$ cat config.mk
export PLATFORM = sky130hd
export DESIGN_NAME = preemptive_priority_action_queue_top
export DESIGN_NICKNAME = d
export VERILOG_FILES = /design/src/ppaq_pkg.sv /design/src/preemptive_priority_action_queue_top.sv /design/src/ppaq_ctrl.sv /design/src/ppaq_datapath.sv
export SDC_FILE = /design/constraint.sdc
export NUM_CORES = 1
export LEC_CHECK = 0
export BUFFER_PORTS_ARGS = -buffer_cell sky130_fd_sc_hd__buf_2
export CAP_MARGIN = 10
export CORE_ASPECT_RATIO = 0.75
export CORE_MARGIN = 10
export CORE_UTILIZATION = 60
export DETAILED_ROUTE_END_ITERATION = 12
export HOLD_SLACK_MARGIN = 0.05
export PLACE_DENSITY = 0.77
export SLEW_MARGIN = 20
export SYNTH_ARGS = -nofsm -noshare
export SYNTH_HDL_FRONTEND = slang
export SYNTH_HIERARCHICAL = 1
export SYNTH_SLANG_ARGS = --single-unit
$ cat constraint.sdc
create_clock -name clock -period 12.6 [get_ports clock]
set_input_delay 2.52 -clock clock [delete_from_list [all_inputs] [get_ports clock]]
set_output_delay 2.52 -clock clock [all_outputs]
set_load 0.03 [all_outputs]
$ cat src/ppaq_pkg.sv
// Shared constants, codes and controller/datapath link types for the priority job queue.
`timescale 1ns / 1ps

package ppaq_pkg;

   localparam int QUEUE_DEPTH_DEF   = 16;
   localparam int PRIORITY_BITS_DEF = 3;

   // request command codes (carried on req_tuser)
   localparam logic [1:0] CMD_TICK  = 2'd0;
   localparam logic [1:0] CMD_ENQ   = 2'd1;
   localparam logic [1:0] CMD_CLEAR = 2'd2;

   // event codes (carried on rsp_tuser)
   localparam logic [2:0] EV_STARTED     = 3'd0;
   localparam logic [2:0] EV_COMPLETED   = 3'd1;
   localparam logic [2:0] EV_INTERRUPTED = 3'd2;
   localparam logic [2:0] EV_REJECTED    = 3'd3;
   localparam logic [2:0] EV_NONE        = 3'd4;

   typedef enum logic [3:0] {
      ST_IDLE,
      ST_DECODE,
      ST_WALK_RD,
      ST_WALK_CMP,
      ST_PUT,
      ST_ENQ_CHK,
      ST_EMIT_INT_ENQ,
      ST_POP_RD,
      ST_POP_EMIT,
      ST_ADD,
      ST_ADD_CHK,
      ST_EMIT_CLR,
      ST_EMIT_REJ,
      ST_EMIT_NONE
   } state_type;

   // controller -> datapath
   typedef struct packed {
      logic       item_load;  // capture request fields
      logic       rd_head;    // read queue head
      logic       rd_walk;    // read entry below the walk slot
      logic       wr_shift;   // move the read entry up into the walk slot
      logic       wr_new;     // write the new job into the walk slot
      logic       wp_load;    // walk slot := count
      logic       wp_dec;     // walk slot down by one
      logic       cnt_inc;
      logic       cnt_clear;
      logic       pop;        // head becomes the running job
      logic       prog_add;   // saturating progress update
      logic       run_stop;   // drop running job
      logic       emit;       // load the result register
      logic [2:0] emit_kind;
      logic       emit_last;
   } dp_cmd_type;

   // datapath -> controller
   typedef struct packed {
      logic [1:0] cmd;
      logic       auth;
      logic       busy;
      logic       cnt_zero;
      logic       cnt_full;
      logic       walk_lt;    // read entry ranks below the new job
      logic       wp_one;
      logic       preempt;    // new job outranks an interruptible running job
      logic       start_done; // a job started by this tick completes on it
      logic       add_done;
      logic       out_free;
   } dp_sts_type;

endpackage

$ cat src/preemptive_priority_action_queue_top.sv
// Top level of the preemptive priority job queue: stream ports, sequencer and datapath.
`timescale 1ns / 1ps
//
//   Channel | Direction | Handshake             | Carries
//   --------+-----------+-----------------------+------------------------------------------
//   req_    | in        | req_tvalid/req_tready | one command: tick, enqueue or clear
//   rsp_    | out       | rsp_tvalid/rsp_tready | one event per transfer, tlast on the final
//   csr_    | in        | csr_valid/csr_ready   | authority bit
//
// One request at a time. An enqueue into an empty queue writes the new job at once; otherwise
// it walks the one-read one-write circular job store from the tail, moving each waiting
// entry of lower priority it passes up by one slot, and it interrupts the running job and
// starts the queue head when it preempts. Reset empties the queue and stops the running
// job; no clearing pass runs. A stalled result register holds the sequencer only when a
// further event has to be loaded; the next request is taken while the final event of the
// previous one still waits.

module preemptive_priority_action_queue_top
   import ppaq_pkg::*;
#(
   parameter int QUEUE_DEPTH   = QUEUE_DEPTH_DEF,
   parameter int PRIORITY_BITS = PRIORITY_BITS_DEF
)(
   input  logic        clock,
   input  logic        reset,
   input  logic        req_tvalid,
   output logic        req_tready,
   input  logic [47:0] req_tdata,  // job_id[7:0], priority_req[10:8], duration[26:11],
                                   // interruptible[27], elapsed[43:28], zero[47:44]
   input  logic [1:0]  req_tuser,  // cmd[1:0]
   output logic        rsp_tvalid,
   input  logic        rsp_tready,
   output logic [15:0] rsp_tdata,  // event_job[7:0], event_priority[10:8], queued_count[15:11]
   output logic [2:0]  rsp_tuser,  // event_kind[2:0]
   output logic        rsp_tlast,
   input  logic        csr_valid,
   output logic        csr_ready,
   input  logic        csr_data
);

   dp_cmd_type cmd;
   dp_sts_type sts;
   logic [7:0] ev_job;
   logic [2:0] ev_prio;
   logic [4:0] ev_count;

   // authority must be written only between requests (the block does not enforce it): always take it
   assign csr_ready = 1'b1;

   ppaq_ctrl u_ctrl (
      .clock      (clock),
      .reset      (reset),
      .req_tvalid (req_tvalid),
      .req_tready (req_tready),
      .sts        (sts),
      .cmd        (cmd)
   );

   ppaq_datapath #(
      .QUEUE_DEPTH   (QUEUE_DEPTH),
      .PRIORITY_BITS (PRIORITY_BITS)
   ) u_datapath (
      .clock             (clock),
      .reset             (reset),
      .csr_valid         (csr_valid),
      .csr_data          (csr_data),
      .req_cmd           (req_tuser),
      .req_job_id        (req_tdata[7:0]),
      .req_priority      (req_tdata[10:8]),
      .req_duration      (req_tdata[26:11]),
      .req_interruptible (req_tdata[27]),
      .req_elapsed       (req_tdata[43:28]),
      .cmd               (cmd),
      .sts               (sts),
      .rsp_tvalid        (rsp_tvalid),
      .rsp_tready        (rsp_tready),
      .rsp_kind          (rsp_tuser),
      .rsp_job           (ev_job),
      .rsp_priority      (ev_prio),
      .rsp_count         (ev_count),
      .rsp_last          (rsp_tlast)
   );

   // pack event fields, lowest first
   assign rsp_tdata = {ev_count, ev_prio, ev_job};

   // leave idle right after taking a request
   a_one_request: assert property (@(posedge clock) disable iff (reset)
      req_tvalid && req_tready |=> !req_tready)
      else $error("request taken twice in a row");

   // never start a job from an empty queue
   a_pop_nonempty: assert property (@(posedge clock) disable iff (reset)
      cmd.pop |-> !sts.cnt_zero)
      else $error("pop from empty queue");

   // never overwrite an event still waiting for transfer
   a_emit_free: assert property (@(posedge clock) disable iff (reset)
      cmd.emit |-> sts.out_free)
      else $error("result register overwritten");

   // never grow a full queue
   a_no_overfill: assert property (@(posedge clock) disable iff (reset)
      cmd.cnt_inc |-> !sts.cnt_full)
      else $error("insert into full queue");

endmodule

$ cat src/ppaq_ctrl.sv
// Sequencer for the priority job queue: decodes one request and steps the datapath.
`timescale 1ns / 1ps

module ppaq_ctrl
   import ppaq_pkg::*;
(
   input  logic       clock,
   input  logic       reset,
   input  logic       req_tvalid,
   output logic       req_tready,
   input  dp_sts_type sts,
   output dp_cmd_type cmd
);

   state_type state_ff, state_in;
   logic      started_ff, started_in;

   always_ff @(posedge clock) begin
      if (reset) begin
         state_ff   <= ST_IDLE;
         started_ff <= 1'b0;
      end else begin
         state_ff   <= state_in;
         started_ff <= started_in;
      end
   end

   // next state
   always_comb begin
      state_in   = state_ff;
      started_in = started_ff;
      case (state_ff)
         ST_IDLE: begin
            if (req_tvalid) begin
               state_in   = ST_DECODE;
               started_in = 1'b0;
            end
         end
         ST_DECODE: begin
            if (sts.cmd == CMD_TICK && sts.auth) begin
               if (sts.busy)          state_in = ST_ADD;
               else if (sts.cnt_zero) state_in = ST_EMIT_NONE;
               else                   state_in = ST_POP_RD;
            end else if (sts.cmd == CMD_ENQ && sts.auth) begin
               if (sts.cnt_full)      state_in = ST_EMIT_REJ;
               else if (sts.cnt_zero) state_in = ST_PUT;
               else                   state_in = ST_WALK_RD;
            end else if (sts.cmd == CMD_CLEAR) begin
               state_in = sts.busy ? ST_EMIT_CLR : ST_EMIT_NONE;
            end else begin
               state_in = ST_EMIT_NONE;
            end
         end
         ST_WALK_RD: state_in = ST_WALK_CMP;
         ST_WALK_CMP: begin
            if (sts.walk_lt) state_in = sts.wp_one ? ST_PUT : ST_WALK_CMP;
            else             state_in = ST_ENQ_CHK;
         end
         ST_PUT:     state_in = ST_ENQ_CHK;
         ST_ENQ_CHK: state_in = sts.preempt ? ST_EMIT_INT_ENQ : ST_EMIT_NONE;
         ST_EMIT_INT_ENQ: begin
            if (sts.out_free) state_in = ST_POP_RD;
         end
         ST_POP_RD: state_in = ST_POP_EMIT;
         ST_POP_EMIT: begin
            if (sts.out_free) begin
               if (sts.cmd == CMD_TICK) begin
                  state_in   = ST_ADD;
                  started_in = 1'b1;
               end else begin
                  state_in = ST_IDLE;
               end
            end
         end
         ST_ADD: state_in = ST_ADD_CHK;
         ST_ADD_CHK: begin
            if (sts.add_done) begin
               if (sts.out_free) state_in = ST_IDLE;
            end else begin
               state_in = started_ff ? ST_IDLE : ST_EMIT_NONE;
            end
         end
         ST_EMIT_CLR, ST_EMIT_REJ, ST_EMIT_NONE: begin
            if (sts.out_free) state_in = ST_IDLE;
         end
         default: state_in = ST_IDLE;
      endcase
   end

   // outputs
   always_comb begin
      cmd        = '0;
      cmd.emit_kind = EV_NONE;
      req_tready = 1'b0;
      case (state_ff)
         ST_IDLE: begin
            req_tready    = 1'b1;
            cmd.item_load = req_tvalid;
         end
         ST_DECODE: begin
            if (sts.cmd == CMD_ENQ && sts.auth && !sts.cnt_full) cmd.wp_load = 1'b1;
            if (sts.cmd == CMD_CLEAR) cmd.cnt_clear = 1'b1;
         end
         ST_WALK_RD: cmd.rd_walk = 1'b1;
         ST_WALK_CMP: begin
            if (sts.walk_lt) begin
               cmd.wr_shift = 1'b1;
               cmd.wp_dec   = 1'b1;
               cmd.rd_walk  = 1'b1;
            end else begin
               cmd.wr_new  = 1'b1;
               cmd.cnt_inc = 1'b1;
            end
         end
         ST_PUT: begin
            cmd.wr_new  = 1'b1;
            cmd.cnt_inc = 1'b1;
         end
         ST_ENQ_CHK: ;
         ST_EMIT_INT_ENQ: begin
            cmd.emit_kind = EV_INTERRUPTED;
            if (sts.out_free) begin
               cmd.emit     = 1'b1;
               cmd.run_stop = 1'b1;
            end
         end
         ST_POP_RD: cmd.rd_head = 1'b1;
         ST_POP_EMIT: begin
            cmd.emit_kind = EV_STARTED;
            cmd.emit_last = (sts.cmd == CMD_TICK) ? !sts.start_done : 1'b1;
            if (sts.out_free) begin
               cmd.emit = 1'b1;
               cmd.pop  = 1'b1;
            end
         end
         ST_ADD: cmd.prog_add = 1'b1;
         ST_ADD_CHK: begin
            cmd.emit_kind = EV_COMPLETED;
            cmd.emit_last = 1'b1;
            if (sts.add_done && sts.out_free) begin
               cmd.emit     = 1'b1;
               cmd.run_stop = 1'b1;
            end
         end
         ST_EMIT_CLR: begin
            cmd.emit_kind = EV_INTERRUPTED;
            cmd.emit_last = 1'b1;
            if (sts.out_free) begin
               cmd.emit     = 1'b1;
               cmd.run_stop = 1'b1;
            end
         end
         ST_EMIT_REJ: begin
            cmd.emit_kind = EV_REJECTED;
            cmd.emit_last = 1'b1;
            cmd.emit      = sts.out_free;
         end
         ST_EMIT_NONE: begin
            cmd.emit_kind = EV_NONE;
            cmd.emit_last = 1'b1;
            cmd.emit      = sts.out_free;
         end
         default: ;
      endcase
   end

endmodule

$ cat src/ppaq_datapath.sv
// Job store, running-job registers, progress adder and result register of the priority queue.
`timescale 1ns / 1ps

module ppaq_datapath
   import ppaq_pkg::*;
#(
   parameter int QUEUE_DEPTH   = QUEUE_DEPTH_DEF,
   parameter int PRIORITY_BITS = PRIORITY_BITS_DEF
)(
   input  logic        clock,
   input  logic        reset,
   input  logic        csr_valid,
   input  logic        csr_data,
   input  logic [1:0]  req_cmd,
   input  logic [7:0]  req_job_id,
   input  logic [2:0]  req_priority,
   input  logic [15:0] req_duration,
   input  logic        req_interruptible,
   input  logic [15:0] req_elapsed,
   input  dp_cmd_type  cmd,
   output dp_sts_type  sts,
   output logic        rsp_tvalid,
   input  logic        rsp_tready,
   output logic [2:0]  rsp_kind,
   output logic [7:0]  rsp_job,
   output logic [2:0]  rsp_priority,
   output logic [4:0]  rsp_count,
   output logic        rsp_last
);

   localparam int CW = $clog2(QUEUE_DEPTH + 1);
   localparam int AW = $clog2(QUEUE_DEPTH);

   typedef struct packed {
      logic                     intr;
      logic [15:0]              dur;
      logic [PRIORITY_BITS-1:0] prio;
      logic [7:0]               id;
   } entry_type;

   entry_type mem [QUEUE_DEPTH];
   entry_type rd_ff, new_ff, run_ff;
   logic [1:0]    cmd_ff;
   logic [15:0]   elapsed_ff;
   logic          auth_ff;
   logic          busy_ff, busy_in;
   logic [15:0]   prog_ff, prog_in;
   logic [CW-1:0] cnt_ff, cnt_in;
   logic [CW-1:0] wp_ff, wp_in;
   logic [AW-1:0] head_ff, head_in;
   logic          out_v_ff;
   logic [2:0]    out_kind_ff;
   logic [7:0]    out_job_ff;
   logic [2:0]    out_prio_ff;
   logic [4:0]    out_cnt_ff;
   logic          out_last_ff;

   logic [PRIORITY_BITS+2:0] prio_ext;
   entry_type     new_entry;
   logic [AW-1:0] rd_addr, wr_addr;
   logic [16:0]   sum;
   logic [CW+4:0] cnt_ext;
   entry_type     ev_src;
   logic [PRIORITY_BITS+2:0] ev_prio_ext;
   logic          out_free;

   // logical slot -> physical address in the circular store
   function automatic logic [AW-1:0] phys(input logic [AW-1:0] head, input logic [CW-1:0] l);
      logic [CW:0] s;
      s = (CW + 1)'(head) + (CW + 1)'(l);
      if (s >= (CW + 1)'(QUEUE_DEPTH)) s = s - (CW + 1)'(QUEUE_DEPTH);
      return s[AW-1:0];
   endfunction

   assign prio_ext       = {{PRIORITY_BITS{1'b0}}, req_priority};
   assign new_entry.id   = req_job_id;
   assign new_entry.prio = prio_ext[PRIORITY_BITS-1:0];
   assign new_entry.dur  = req_duration;
   assign new_entry.intr = req_interruptible;

   always_comb begin
      wp_in = wp_ff;
      if (cmd.wp_load)     wp_in = cnt_ff;
      else if (cmd.wp_dec) wp_in = wp_ff - CW'(1);
   end

   assign rd_addr = cmd.rd_head ? head_ff : phys(head_ff, wp_in - CW'(1));
   assign wr_addr = phys(head_ff, wp_ff);

   always_ff @(posedge clock) begin
      if (cmd.wr_shift)    mem[wr_addr] <= rd_ff;
      else if (cmd.wr_new) mem[wr_addr] <= new_ff;
      if (cmd.rd_head || cmd.rd_walk) rd_ff <= mem[rd_addr];
   end

   assign sum = {1'b0, prog_ff} + {1'b0, elapsed_ff};

   always_comb begin
      cnt_in  = cnt_ff;
      head_in = head_ff;
      busy_in = busy_ff;
      prog_in = prog_ff;
      if (cmd.cnt_clear)    cnt_in = '0;
      else if (cmd.cnt_inc) cnt_in = cnt_ff + CW'(1);
      else if (cmd.pop)     cnt_in = cnt_ff - CW'(1);
      if (cmd.pop) begin
         head_in = (head_ff == AW'(QUEUE_DEPTH - 1)) ? '0 : head_ff + AW'(1);
         busy_in = 1'b1;
         prog_in = '0;
      end
      if (cmd.run_stop) begin
         busy_in = 1'b0;
         prog_in = '0;
      end
      if (cmd.prog_add) prog_in = sum[16] ? 16'hFFFF : sum[15:0];
   end

   always_ff @(posedge clock) begin
      if (reset) begin
         auth_ff <= 1'b1;
         busy_ff <= 1'b0;
         prog_ff <= '0;
         cnt_ff  <= '0;
         wp_ff   <= '0;
         head_ff <= '0;
      end else begin
         if (csr_valid) auth_ff <= csr_data;
         busy_ff <= busy_in;
         prog_ff <= prog_in;
         cnt_ff  <= cnt_in;
         wp_ff   <= wp_in;
         head_ff <= head_in;
      end
   end

   always_ff @(posedge clock) begin
      if (cmd.item_load) begin
         cmd_ff     <= req_cmd;
         new_ff     <= new_entry;
         elapsed_ff <= req_elapsed;
      end
      if (cmd.pop) run_ff <= rd_ff;
   end

   // result register
   assign out_free = !out_v_ff || rsp_tready;
   assign cnt_ext  = {5'b0, cnt_in};

   always_comb begin
      case (cmd.emit_kind)
         EV_STARTED:                   ev_src = rd_ff;
         EV_COMPLETED, EV_INTERRUPTED: ev_src = run_ff;
         EV_REJECTED:                  ev_src = new_ff;
         default:                      ev_src = '0;
      endcase
   end
   assign ev_prio_ext = {3'b0, ev_src.prio};

   always_ff @(posedge clock) begin
      if (reset) begin
         out_v_ff <= 1'b0;
      end else if (cmd.emit) begin
         out_v_ff <= 1'b1;
      end else if (rsp_tready) begin
         out_v_ff <= 1'b0;
      end
   end

   always_ff @(posedge clock) begin
      if (cmd.emit) begin
         out_kind_ff <= cmd.emit_kind;
         out_job_ff  <= ev_src.id;
         out_prio_ff <= ev_prio_ext[2:0];
         out_cnt_ff  <= cnt_ext[4:0];
         out_last_ff <= cmd.emit_last;
      end
   end

   assign rsp_tvalid   = out_v_ff;
   assign rsp_kind     = out_kind_ff;
   assign rsp_job      = out_job_ff;
   assign rsp_priority = out_prio_ff;
   assign rsp_count    = out_cnt_ff;
   assign rsp_last     = out_last_ff;

   assign sts.cmd        = cmd_ff;
   assign sts.auth       = auth_ff;
   assign sts.busy       = busy_ff;
   assign sts.cnt_zero   = (cnt_ff == '0);
   assign sts.cnt_full   = (cnt_ff == CW'(QUEUE_DEPTH));
   assign sts.walk_lt    = (rd_ff.prio < new_ff.prio);
   assign sts.wp_one     = (wp_ff == CW'(1));
   assign sts.preempt    = busy_ff && (new_ff.prio > run_ff.prio) && run_ff.intr;
   assign sts.start_done = (elapsed_ff >= rd_ff.dur);
   assign sts.add_done   = (prog_ff >= run_ff.dur);
   assign sts.out_free   = out_free;

endmodule
==> qor.csv <==
stage;metric;value;unit
timing;rsz0062_at_grt;false;
finish;nFillCells;2705;
global_route;use_met3;4.266;%
finish;drive_gt1_share;22.51;%
floorplanning;design.core.area;42370;µm²
finish;syn_to_final_growth;11.91;%
clock_network;hold_buffers;0;
timing;clock.fmax;0.1672;GHz
synth;synth_mux_area_share;11.08;%
timing;hold_viol_final;0;
timing;finalSetupViolations;0;
finish;fin_nets;1763;
global_route;use_met1;31.87;%
worst_setup_path;cp_cell_sequence;or2_1 > nor4_2 > mux2i_1 > ha_1 > fa_1 > mux2i_4 > buf_4 > buf_4 > mux4_2 > o22ai_1 > mux2i_1 > o221a_2;
floorplanning;rows;65;
timing;clock_skew;0.02352;ns
run;maxCapViolations;0;
worst_setup_path;crit_fanout;74;
synth;synthArstFlopShare;0;%
global_route;grtUsageTotal;22.73;%
worst_setup_path;critPathMaxStageDelay;0.93;ns
finish;final_cell_area;29060;µm²
finish;diodes;0;
pwr;p_per_area;228.5;nW/µm²
routing;drtPass1Iterations;5;
routing;vias;14600;
worst_setup_path;crit_end;u_datapath/rd_ff[26];
timing;max_slew_margin;26.78;%
clock_network;clock_latency;0.59;ns
worst_setup_path;path_buf_inv;2;
worst_setup_path;reg2reg_from;u_ctrl/state_ff[1];
global_route;grt_pass1_wl;90.51;mm
pwr;irDropWorstVdd;261.2;µV
synth;netlist_area;25960;µm²
min_path;hold_path_class;reg2reg;
clock_network;post_cts_buffers;0;
synth;ys.flop_type;edfxtp_1;
clock_network;cts_buffer_depth;3;
clock_network;htree_levels;2;
floorplanning;start_util;61.28;%
worst_setup_path;cp.required;12.93;ns
placed_design;place_area;27320;µm²
placed_design;detailed_place_hpwl;33.78;mm
pwr;p_leak;9.973;nW
worst_setup_path;timing.critical_path.from;u_ctrl/state_ff[1];
synth;synth-edff-count;570;
global_route;grtUsageMet2;36.31;%
synth;synthAdderAreaFrac;3.450;%
timing;post-route-period-util;47.46;%
synth;ys_ff_latch;608;
global_route;grt_max_degree;113;
clock_network;cts.sinks;608;
synth;postSynthAreaPerCell;16.85;µm²
clock_network;cts_root_buf;clkbuf_16;
global_route;grt_antenna_before_repair;0;
synth;synth_compound_area_share;8.712;%
timing;finalCriticalPeriod;5.980;ns
global_route;grt-busiest-layer;met2;
clock_network;cts.clk_slew.worst_paths;0.07;ns
synth;syn_nets;1666;
routing;antenna_left;0;
worst_setup_path;cpMaxStageDelayCell;buf_4;
worst_setup_path;cp.depth;12;
synth;synth.distinct_cells;80;
routing;drtIter0Drc;1842;
synth;synthXorXnorAreaFrac;0.8096;%
synth;ys_seq_area_share;68.85;%
placed_design;globalplace.congestion;0.8492;
finish;post-route-util;68.58;%
floorplanning;die_area;52080;µm²
worst_setup_path;rrSetupSlack;6.62;ns
routing;vias_per_cell;6.496;
worst_setup_path;cp_top_family;buffers and inverters;
floorplanning;io_pins;79;
timing;worst_pin_slew;1.098;ns
worst_setup_path;r2r_cells;12;
routing;wl;59.44;mm
outcome;status;completed;
synth;netlist_instances;1541;
clock_network;cts_tree;yes;
synth;synth_top_family_by_area;multiplexers;
min_path;min_from;u_datapath/rd_ff[26];
worst_setup_path;path_class;reg2reg;
timing;tns;0;ns
worst_setup_path;rr_endpoint;u_datapath/rd_ff[26];
global_route;grt_pass1_vias;14840;
floorplanning;die_y;200.2;µm
timing;slew_viol_final;0;
global_route;overflow;0;
placed_design;place.port_buffers;73;
clock_network;ctsResizeCount;0;
synth;ys_warn_count;6;
routing;avgRoutedWirePerCell;26.44;µm
worst_setup_path;cp-end-kind;flip-flop;
synth;synth-simple-area-share;4.915;%
floorplanning;die_w;260.2;µm
clock_network;cts_buffers;53;
worst_setup_path;start_kind;flip-flop;
routing;drc_errors;0;
worst_setup_path;arrival;6.31;ns
[layer usage]
layer | part of all wire (%) | wire length (µm) | vias up
li1 | - | - | 6321
met1 | 40 | 23920 | 7472
met2 | 49 | 28990 | 697
met3 | 8.7 | 5166 | 113
met4 | 2.3 | 1368 | 0
met5 | 0 | 0 | -
[synthesized netlist by cell type, types with 5 or more instances]
cell type / n / area share (%)
o21a_1: 6 / 0.17
xor2_1: 11 / 0.37
buf_2: 18 / 0.35
nor2b_1: 23 / 0.55
dfxtp_1: 38 / 2.9
inv_1: 55 / 0.80
a21o_1: 23 / 0.67
mux2_2: 15 / 0.65
a21oi_1: 50 / 0.96
a31oi_1: 7 / 0.17
nand2_1: 66 / 0.95
o211ai_1: 5 / 0.14
o21bai_1: 84 / 2.4
and3_1: 6 / 0.14
a211oi_1: 29 / 0.84
nand4_1: 7 / 0.17
buf_4: 6 / 0.17
nor2_1: 59 / 0.85
ha_1: 66 / 3.2
mux2i_1: 17 / 0.66
nor3_1: 18 / 0.35
xnor2_1: 13 / 0.44
nand3_1: 7 / 0.13
clkbuf_1: 47 / 0.68
o21ai_0: 50 / 0.96
nand2b_1: 18 / 0.43
buf_1: 6 / 0.087
edfxtp_1: 570 / 66
o2111a_1: 27 / 1.2
mux4_2: 112 / 9.7
[stage by stage]
| stage | total power [mW] | worst slack, ns | instances | hold slack, ns |
|---|---|---|---|---|
| 2_1_floorplan | 4.366 | 6.378 | 1541 | 0.4222 |
| 3_5_place_dp | 5.030 | 6.640 | 2152 | 0.4421 |
| 6_report | 6.639 | 6.620 | 2248 | 0.4627 |
| 5_1_grt | 6.936 | 6.260 | 2248 | 0.4770 |
| 4_1_cts | 6.656 | 6.622 | 2248 | 0.4615 |
| 3_3_place_gp | 4.954 | 6.710 | 2148 | 0.4282 |
[worst min-delay path by stage]
stage	to	cells past startpoint
after floorplan	u_datapath/run_ff[27]	0
after global placement	u_datapath/run_ff[27]	0
after detailed placement	u_datapath/run_ff[23]	0
after CTS	u_datapath/run_ff[26]	0
after global routing	u_datapath/run_ff[26]	0
final	u_datapath/run_ff[26]	0
[placed cells by master (no fill, tap or decap), drive strengths merged, types with 3 or more instances in the layout]
| cell type | count |
|---|---|
| a211oi | 30 |
| xnor2 | 13 |
| bufinv | 6 |
| or2 | 4 |
| nand4 | 7 |
| a211o | 3 |
| and3 | 7 |
| nor4b | 3 |
| nand3b | 4 |
| clkbuf | 55 |
| edfxtp | 570 |
| nor4 | 4 |
| clkinvlp | 3 |
| fa | 3 |
| a41oi | 4 |
| mux2 | 16 |
| o21ai | 51 |
| a21oi | 53 |
| nand2 | 66 |
| o211ai | 5 |
| nor3 | 21 |
| ha | 66 |
| a21o | 23 |
| o2111a | 27 |
| buf | 121 |
| o21a | 6 |
| dfxtp | 38 |
| mux2i | 17 |
| o21bai | 84 |
| clkinv | 32 |
| nor2 | 61 |
| nand3 | 8 |
| o22ai | 4 |
| inv | 55 |
| or3 | 3 |
| xor2 | 11 |
| mux4 | 112 |
| a31oi | 7 |
| nand2b | 18 |
| nor2b | 24 |
[area by class of cell]
cell class | count | area [µm²] | share of cell area (%)
sequential | 608 | 17880 | 61.53
multi-input combinational | 799 | 7735 | 26.62
clock buffer | 55 | 1355 | 4.663
timing repair buffer | 121 | 803.3 | 2.765
tap | 569 | 711.9 | 2.450
clock inverter | 41 | 367.9 | 1.266
inverter | 55 | 206.4 | 0.7105
[flip-flops by register name (all words and copies together) (netlist names), 2 cells and up, named ones only]
signal	cells
u_datapath/mem	448
u_datapath/wp_ff	4
u_datapath/prog_ff	16
u_datapath/head_ff	4
u_datapath/rsp_job	8
u_datapath/cmd_ff	2
u_datapath/run_ff	28
u_datapath/rsp_count	5
u_datapath/rsp_kind	3
u_datapath/rd_ff	28
u_datapath/rsp_priority	3
u_datapath/new_ff	28
u_datapath/elapsed_ff	16
u_datapath/cnt_ff	5
u_ctrl/state_ff	4
[kinds of logic after synthesis]
group,after synthesis
compound gates,315
xor+xnor,24
fa+ha+maj,70
buf+inv,134
flops,608
mux,145
other cells,1
simple gates,244
[where the power goes]
group	total, mW	switching (mW)	internal [mW]	leakage (nW)
logic	2.19	1.31	0.876	3.66
clock network	1.63	0.722	0.904	0.848
registers	2.82	0.120	2.70	5.47
total	6.64	2.15	4.48	9.97
Power figures use the tool's default switching activity.
